<file path="config.mk">
export PLATFORM = sky130hd
export DESIGN_NAME = linear_block_code_step_decoder
export DESIGN_NICKNAME = d
export VERILOG_FILES = /design/src/hw/rtl/lbcsd_pkg.sv /design/src/hw/rtl/lbcsd_front.sv /design/src/hw/rtl/lbcsd_trial.sv /design/src/hw/rtl/linear_block_code_step_decoder.sv
export VERILOG_INCLUDE_DIRS = /design/src /design/src/hw/rtl
export SDC_FILE = /design/constraint.sdc
export NUM_CORES = 1
export LEC_CHECK = 0
export BUFFER_PORTS_ARGS = -buffer_cell sky130_fd_sc_hd__buf_2
export CORE_MARGIN = 10
export CORE_UTILIZATION = 65
export CTS_BUF_LIST = sky130_fd_sc_hd__clkbuf_2 sky130_fd_sc_hd__clkbuf_4 sky130_fd_sc_hd__clkbuf_8
export CTS_CLUSTER_DIAMETER = 150
export DETAILED_ROUTE_END_ITERATION = 8
export HOLD_SLACK_MARGIN = 0.03
export PLACE_DENSITY = 0.87
export RECOVER_POWER = 50
export SLEW_MARGIN = 15
export SYNTH_ARGS = -nofsm -noshare
export SYNTH_HDL_FRONTEND = slang
export SYNTH_HIERARCHICAL = 1
export SYNTH_SLANG_ARGS = --single-unit
</file>
<file path="constraint.sdc">
create_clock -name clk -period 5.4 [get_ports clk]
set_input_delay 1.08 -clock clk [delete_from_list [all_inputs] [get_ports clk]]
set_output_delay 1.08 -clock clk [all_outputs]
set_load 0.005 [all_outputs]
</file>
<file path="src/hw/rtl/assert_macros.svh">
// ---------------------------------------------------------------------------
// Assertion macros
// Clocked concurrent checks used by the top-level RTL of this project.
// ---------------------------------------------------------------------------
`ifndef ASSERT_MACROS_SVH
`define ASSERT_MACROS_SVH

// Property that must hold at every rising edge outside reset.
`define ASSERT_AT(label, clk, rst, prop, msg) \
  label: assert property (@(posedge clk) disable iff (rst) (prop)) else $error(msg);

// Condition that must never be seen outside reset.
`define ASSERT_NEVER(label, clk, rst, cond, msg) \
  `ASSERT_AT(label, clk, rst, !(cond), msg)

`endif

</file>
<file path="src/hw/rtl/lbcsd_pkg.sv">
// ---------------------------------------------------------------------------
// lbcsd_pkg
// Types, constants and parity-matrix helpers for the block code decoder.
// ---------------------------------------------------------------------------
`timescale 1ns / 1ps
`default_nettype none

package lbcsd_pkg;

  localparam int CODE_LEN       = 8;
  localparam int MSG_LEN        = 4;
  localparam int PAR_LEN        = CODE_LEN - MSG_LEN;
  localparam int SYNDROME_COUNT = 16;
  localparam int TBL_AW         = $clog2(SYNDROME_COUNT);

  localparam int FUNC_W   = 2;
  localparam int WORD_W   = 8;
  localparam int TIDX_W   = 4;
  localparam int WT_W     = 4;
  localparam int MSG_W    = 4;
  localparam int SYN_W    = 4;
  localparam int PARITY_W = 16;

  localparam logic [FUNC_W-1:0] FUNC_ENCODE = 2'd0;
  localparam logic [FUNC_W-1:0] FUNC_DECODE = 2'd1;
  localparam logic [FUNC_W-1:0] FUNC_LOAD   = 2'd2;
  localparam logic [FUNC_W-1:0] FUNC_RSVD   = 2'd3;

  typedef enum logic [1:0] {
    KIND_ENC,
    KIND_DEC,
    KIND_LOAD
  } kind_t;

  typedef struct packed {
    logic [FUNC_W-1:0] func;
    logic [WORD_W-1:0] word;
    logic [TIDX_W-1:0] table_index;
    logic [WT_W-1:0]   table_weight;
  } in_item_t;

  typedef struct packed {
    logic [WORD_W-1:0] codeword;
    logic [MSG_W-1:0]  message;
    logic [SYN_W-1:0]  syndrome_in;
    logic [WT_W-1:0]   weight_left;
  } out_item_t;

  // One pipeline slot: current word, its syndrome and coset weight.
  typedef struct packed {
    logic                vld;
    kind_t               kind;
    logic [CODE_LEN-1:0] cur;
    logic [PAR_LEN-1:0]  s0;
    logic [PAR_LEN-1:0]  s;
    logic [WT_W-1:0]     w;
    logic [TBL_AW-1:0]   tidx;
    logic [WT_W-1:0]     twt;
  } stage_t;

  // Syndrome contribution of a single set bit at position pos.
  function automatic logic [PAR_LEN-1:0] h_col(input logic [PARITY_W-1:0] pb,
                                               input int pos);
    logic [PAR_LEN-1:0] h;
    int idx;
    h = '0;
    if (pos < MSG_LEN) begin
      for (int c = 0; c < PAR_LEN; c++) begin
        idx = pos * PAR_LEN + c;
        if (idx < PARITY_W) h[c] = pb[idx];
      end
    end else begin
      h[pos - MSG_LEN] = 1'b1;
    end
    return h;
  endfunction

  function automatic logic [PAR_LEN-1:0] syndrome(input logic [CODE_LEN-1:0] w,
                                                  input logic [PARITY_W-1:0] pb);
    logic [PAR_LEN-1:0] s;
    s = w[MSG_LEN +: PAR_LEN];
    for (int j = 0; j < MSG_LEN; j++) begin
      if (w[j]) s = s ^ h_col(pb, j);
    end
    return s;
  endfunction

  function automatic logic [CODE_LEN-1:0] encode(input logic [CODE_LEN-1:0] m,
                                                 input logic [PARITY_W-1:0] pb);
    logic [CODE_LEN-1:0] cw;
    logic [PAR_LEN-1:0]  p;
    cw = '0;
    p  = '0;
    cw[MSG_LEN-1:0] = m[MSG_LEN-1:0];
    for (int j = 0; j < MSG_LEN; j++) begin
      if (m[j]) p = p ^ h_col(pb, j);
    end
    cw[MSG_LEN +: PAR_LEN] = p;
    return cw;
  endfunction

endpackage

`default_nettype wire

</file>
<file path="src/hw/rtl/lbcsd_front.sv">
// ---------------------------------------------------------------------------
// lbcsd_front
// Entry stage: encode or syndrome, first coset weight lookup.
// ---------------------------------------------------------------------------
`timescale 1ns / 1ps
`default_nettype none

module lbcsd_front (
  input  wire logic                                clk,
  input  wire logic                                rst,
  input  wire logic                                adv,
  input  wire logic                                in_vld,
  input  wire lbcsd_pkg::in_item_t                 in_item,
  input  wire logic [lbcsd_pkg::PARITY_W-1:0]      parity,
  output lbcsd_pkg::stage_t                        res
);

  lbcsd_pkg::stage_t st;
  lbcsd_pkg::stage_t st_next;
  logic [lbcsd_pkg::WT_W-1:0] wt_mem [lbcsd_pkg::SYNDROME_COUNT];
  logic [lbcsd_pkg::WT_W-1:0] rd;
  logic [lbcsd_pkg::CODE_LEN-1:0] word_in;
  logic [lbcsd_pkg::PAR_LEN-1:0]  syn_in;

  always_comb begin
    word_in = in_item.word[lbcsd_pkg::CODE_LEN-1:0];
    syn_in  = lbcsd_pkg::syndrome(word_in, parity);
    st_next      = '0;
    st_next.vld  = in_vld;
    st_next.s    = syn_in;
    st_next.tidx = lbcsd_pkg::TBL_AW'(in_item.table_index);
    st_next.twt  = in_item.table_weight;
    unique case (in_item.func)
      lbcsd_pkg::FUNC_ENCODE: begin
        st_next.kind = lbcsd_pkg::KIND_ENC;
        st_next.cur  = lbcsd_pkg::encode(word_in, parity);
      end
      lbcsd_pkg::FUNC_DECODE: begin
        st_next.kind = lbcsd_pkg::KIND_DEC;
        st_next.cur  = word_in;
        st_next.s0   = syn_in;
      end
      default: begin
        st_next.kind = lbcsd_pkg::KIND_LOAD;
        st_next.cur  = word_in;
      end
    endcase
  end

  always_ff @(posedge clk) begin
    if (rst) begin
      st.vld <= 1'b0;
    end else if (adv) begin
      st <= st_next;
    end
  end

  // Local copy of the weight table; loads land here as they pass.
  always_ff @(posedge clk) begin
    if (adv) begin
      if (st_next.vld && st_next.kind == lbcsd_pkg::KIND_LOAD) begin
        wt_mem[st_next.tidx] <= st_next.twt;
      end
      rd <= wt_mem[lbcsd_pkg::TBL_AW'(syn_in)];
    end
  end

  always_comb begin
    res   = st;
    res.w = (st.kind == lbcsd_pkg::KIND_DEC) ? rd : '0;
  end

endmodule

`default_nettype wire

</file>
<file path="src/hw/rtl/lbcsd_trial.sv">
// ---------------------------------------------------------------------------
// lbcsd_trial
// One flip trial: lookup at the flipped syndrome, keep it if lighter.
// ---------------------------------------------------------------------------
`timescale 1ns / 1ps
`default_nettype none

module lbcsd_trial #(
  parameter int BIT_POS = 0
) (
  input  wire logic                                clk,
  input  wire logic                                rst,
  input  wire logic                                adv,
  input  wire lbcsd_pkg::stage_t                   prev,
  input  wire logic [lbcsd_pkg::PARITY_W-1:0]      parity,
  output lbcsd_pkg::stage_t                        res
);

  localparam logic [lbcsd_pkg::CODE_LEN-1:0] FLIP =
    {{(lbcsd_pkg::CODE_LEN-1){1'b0}}, 1'b1} << BIT_POS;

  lbcsd_pkg::stage_t st;
  logic [lbcsd_pkg::WT_W-1:0]    wt_mem [lbcsd_pkg::SYNDROME_COUNT];
  logic [lbcsd_pkg::WT_W-1:0]    rd;
  logic [lbcsd_pkg::PAR_LEN-1:0] h;
  logic                          take;

  assign h = lbcsd_pkg::h_col(parity, BIT_POS);

  always_ff @(posedge clk) begin
    if (rst) begin
      st.vld <= 1'b0;
    end else if (adv) begin
      st <= prev;
    end
  end

  // Read at the syndrome this trial would produce.
  always_ff @(posedge clk) begin
    if (adv) begin
      if (prev.vld && prev.kind == lbcsd_pkg::KIND_LOAD) begin
        wt_mem[prev.tidx] <= prev.twt;
      end
      rd <= wt_mem[lbcsd_pkg::TBL_AW'(prev.s ^ h)];
    end
  end

  // A zero weight never takes a trial, so the early stop falls out here.
  assign take = st.vld && (st.kind == lbcsd_pkg::KIND_DEC) && (rd < st.w);

  always_comb begin
    res = st;
    if (take) begin
      res.cur = st.cur ^ FLIP;
      res.s   = st.s ^ h;
      res.w   = rd;
    end
  end

endmodule

`default_nettype wire

</file>
<file path="src/hw/rtl/linear_block_code_step_decoder.sv">
// ---------------------------------------------------------------------------
// linear_block_code_step_decoder
// Systematic binary block code encoder and step-by-step syndrome decoder.
// ---------------------------------------------------------------------------
// Takes one transaction per clock while the output is not held; results are
// registered through the entry stage, one stage per bit-flip trial and the
// output register. The entry stage and each trial own a private copy of the
// 16-entry coset weight table, so each trial does its single lookup in its own
// stage. Load transactions (func 2) write that table as they travel down the
// pipe, so every copy sees loads and decodes in arrival order; they give no
// result. func 3 is dropped at the input. The table is not cleared at reset:
// fill every entry a decode can reach before decoding. The user must write
// parity_bits on the cfg channel only while the block is idle (not enforced).
// ---------------------------------------------------------------------------
`timescale 1ns / 1ps
`default_nettype none
`include "assert_macros.svh"

module linear_block_code_step_decoder (
  input  wire logic                              clk,
  input  wire logic                              rst,
  // input transactions
  input  wire logic                              in_valid,
  output logic                                   in_ready,
  input  wire lbcsd_pkg::in_item_t               in_item,
  // result transactions
  output logic                                   out_valid,
  input  wire logic                              out_ready,
  output lbcsd_pkg::out_item_t                   out_item,
  // parity matrix register
  input  wire logic                              cfg_valid,
  output logic                                   cfg_ready,
  input  wire logic [lbcsd_pkg::PARITY_W-1:0]    cfg_data
);

  localparam int N = lbcsd_pkg::CODE_LEN;

  logic [lbcsd_pkg::PARITY_W-1:0] parity_bits;
  logic                           adv;
  logic                           in_vld;
  lbcsd_pkg::stage_t              chain [0:N];
  logic [N:0]                     vld_vec;

  // Whole pipe moves together; it only freezes when the output is held.
  assign adv       = !out_valid || out_ready;
  assign in_ready  = adv;
  assign cfg_ready = 1'b1;
  assign in_vld    = in_valid && in_ready && (in_item.func != lbcsd_pkg::FUNC_RSVD);

  always_ff @(posedge clk) begin
    if (rst) begin
      parity_bits <= '0;
    end else if (cfg_valid && cfg_ready) begin
      parity_bits <= cfg_data;
    end
  end

  lbcsd_front u_front (
    .clk    (clk),
    .rst    (rst),
    .adv    (adv),
    .in_vld (in_vld),
    .in_item(in_item),
    .parity (parity_bits),
    .res    (chain[0])
  );

  // Trial i tests flipping bit i of the current word.
  for (genvar i = 0; i < N; i++) begin : g_trial
    lbcsd_trial #(
      .BIT_POS(i)
    ) u_trial (
      .clk   (clk),
      .rst   (rst),
      .adv   (adv),
      .prev  (chain[i]),
      .parity(parity_bits),
      .res   (chain[i+1])
    );
  end

  // Output register; loads retire here silently.
  always_ff @(posedge clk) begin
    if (rst) begin
      out_valid <= 1'b0;
    end else if (adv) begin
      out_valid <= chain[N].vld && (chain[N].kind != lbcsd_pkg::KIND_LOAD);
    end
  end

  always_ff @(posedge clk) begin
    if (adv) begin
      out_item.codeword    <= lbcsd_pkg::WORD_W'(chain[N].cur);
      out_item.message     <= lbcsd_pkg::MSG_W'(chain[N].cur[lbcsd_pkg::MSG_LEN-1:0]);
      out_item.syndrome_in <= lbcsd_pkg::SYN_W'(chain[N].s0);
      out_item.weight_left <= chain[N].w;
    end
  end

  always_comb begin
    for (int k = 0; k <= N; k++) begin
      vld_vec[k] = chain[k].vld;
    end
  end

  // A held result freezes the pipe: no transaction appears or vanishes.
  `ASSERT_AT(a_stall_holds_pipe, clk, rst,
             out_valid && !out_ready |=> $stable(vld_vec),
             "pipeline valid bits moved during stall")
  // Reserved func code never enters the pipe.
  `ASSERT_AT(a_rsvd_dropped, clk, rst,
             in_valid && in_ready && in_item.func == lbcsd_pkg::FUNC_RSVD |=> !chain[0].vld,
             "reserved func code entered pipeline")
  // A load leaving the last trial gives no result.
  `ASSERT_AT(a_load_silent, clk, rst,
             adv && chain[N].vld && chain[N].kind == lbcsd_pkg::KIND_LOAD |=> !out_valid,
             "load transaction produced a result")
  `ASSERT_NEVER(a_msg_matches, clk, rst,
                out_valid && out_item.message != out_item.codeword[lbcsd_pkg::MSG_LEN-1:0],
                "message field differs from codeword low bits")

endmodule

`default_nettype wire
</file>
==> flow_summary.toml <==
[floorplan]
core_area_sq_um = 57700
initial_core_util_pct = 65.8
rows = 88
io_pins = 62
dieArea_sq_um = 68400
die_y_um = 262
die_w_um = 262

[routing]
drc = 0
firstDrtPassIters = 6
drt-initial-drc-count = 1811
viasPerCell = 6.37
vias = 19998
ant_nets = 0
wirelength_um = 75300
post_drt_wl_per_cell_um = 24.0

[clocking]
cts_resized = 0
tritoncts = "built"
path_clk_slew_ns = 0.07
clock_latency_ns = 0.80
cts_buffers = 137
clock_sinks = 908
clockBufferDepth = 3
holdBufCountCts = 0
post-cts-setup-buffers = 0
cts.htree.levels = 4
ctsRootBufferMaster = "clkbuf_8"

[worst_setup_path]
cp.arrival_ns = 4.63
critical_path.top_delay_family = "compound AO/OA/AOI/OAI gates"
worst-path-stages = 9
cp_slowest_stage_delay_ns = 0.90
rr_worst_depth = 9
critical_path_class = "register to register"
startpoint_type = "register"
cp_slowest_cell = "xnor2_4"
cp_num_buf_inv = 1
path_max_fanout = 26
crit_path_cell_trace = "inv_1 > ha_1 > a21oi_1 > o21a_1 > o211ai_1 > xnor2_4 > mux2i_1 > o22ai_1 > or4_1"
critPathCaptureType = "register"
cp.required_ns = 5.93

[finish]
final_area_sq_um = 40300
drive_above_1_share_pct = 12.9
area_growth_pct = 6.29
multi_input_area_sq_um = 8960
layout.nets = 2328
final.fill_count = 3372
regArea_sq_um = 27000

[timing]
slew-limit-headroom_pct = -9.96
setup_violations = 0
tightest_slew_ns = 1.65
fmaxAchievable_mhz = 243
min_period_ns = 4.11
hold_slack_ns = 0.397
fin_skew_ns = 0.0392
rsz0062_at_grt = "false"
tns_ns = 0
fin_crit_sh_pct = 76.1
finalHoldViolations = 0
slew_violations = 27

[place]
dp_hpwl_um = 49200
placed_area_sq_um = 37700
port_buffers = 60
gp_congestion = 0.919

[min_path]
hold_path_class = "register to register"
hold_depth = 0

[power_and_ir_drop]
vdd_drop_max_v = 0.000367
power_density_nw_per_um2 = 382
total_power_w = 0.0154
leakage_nw = 13.9

[global_route]
grt_usage_pct = 22.2
grt_max_degree = 51
grt_overflow = 0
antenna_found_initial = 8
grt_pass1_wl_um = 116000
grt_pass1_vias = 20145

[synthesis]
ys.warnings.count = 6
synth_nets = 2348
synthCells = 2285
syn_area_per_cell_sq_um = 16.6
syn-cell-area_sq_um = 37900

[run_status]
status = "complete, but fails checks"
violations = "capacitance limit, slew limit"

[run]
maxCapViolCount = 1
[stage by stage]
stage	cells	util [%]	worst slack [ns]
2_1_floorplan	2285	-	0.515
3_3_place_gp	2891	65.3	1.45
3_5_place_dp	2891	65.3	1.29
4_1_cts	3131	70.0	1.34
5_1_grt	3136	69.9	1.07
6_report	3137	69.9	1.29
[registers in the layout, indices dropped and copies added, names as in the netlist]
signal	cells
g_trial.u_trial/wt_mem	512
g_trial.u_trial/st	124
g_trial.u_trial/res	112
u_front/wt_mem	64
g_trial.u_trial/rd	32
u_front/res	27
out_item	16
parity_bits	16
u_front/rd	4
out_valid	1
[path summary, 6_finish.rpt]
check | endpoint | startpoint | slack [ns]
worst max-delay path | g_trial[3].u_trial/rd[1]$_DFFE_PP_ | g_trial[2].u_trial/st[9]$_DFFE_PP_ | 1.29
worst min-delay path | g_trial[1].u_trial/st[21]$_DFFE_PP_ | g_trial[0].u_trial/st[21]$_DFFE_PP_ | 0.40
worst max register to register | g_trial[3].u_trial/rd[1]$_DFFE_PP_ | g_trial[2].u_trial/st[9]$_DFFE_PP_ | 1.29
worst min register to register | g_trial[1].u_trial/st[21]$_DFFE_PP_ | g_trial[0].u_trial/st[21]$_DFFE_PP_ | 0.40
[cell usage in the layout (no fill, tap or decap), types with 22 or more instances in the layout]
cell type	n
a21oi_1	24
o211ai_1	72
dfxtp_1	26
nor2b_1	38
ha_1	24
o22ai_1	65
edfxtp_1	882
buf_2	46
nor2_1	167
xor2_1	22
inv_1	46
a22oi_1	40
nand2b_1	36
nand2_1	92
mux4_1	78
nor3_1	56
clkinv_1	29
mux2i_1	156
clkbuf_8	147
clkbuf_4	44
nand3_1	26
[worst reg2reg max path, stage by stage, from the launching register on]
cell,delay (ns)
edfxtp_1,0.39
inv_1,0.06
ha_1,0.29
a21oi_1,0.57
o21a_1,0.38
o211ai_1,0.27
xnor2_4,0.90
mux2i_1,0.32
o22ai_1,0.15
or4_1,0.53
[report_power, final]
part | total (W) | switching [W] | internal [W] | leakage, nW
combinational | 0.00142 | 0.000900 | 0.000519 | 3.99
clock | 0.00565 | 0.00254 | 0.00310 | 1.46
sequential | 0.00833 | 0.000275 | 0.00805 | 8.40
[layer usage]
metal	GRT usage (%)	wire [um]	up-vias	part of all wire, %
li1	-	-	8739	-
met1	27.3	28100	9908	37
met2	37.3	38200	1109	51
met3	4.64	6110	238	8.1
met4	10.5	2790	4	3.7
met5	0	27	-	0.036
[cell type report]
cell class / instances / share of cell area, %
Timing Repair Buffer: 84 / 1.10
Clock inverter: 49 / 0.974
Antenna cell: 6 / 0.0372
Multi-Input combinational cell: 1080 / 22.2
Sequential cell: 908 / 67.0
Clock buffer: 191 / 5.84
Tap cell: 765 / 2.37
Inverter: 54 / 0.503
Power figures use the tool's default switching activity.
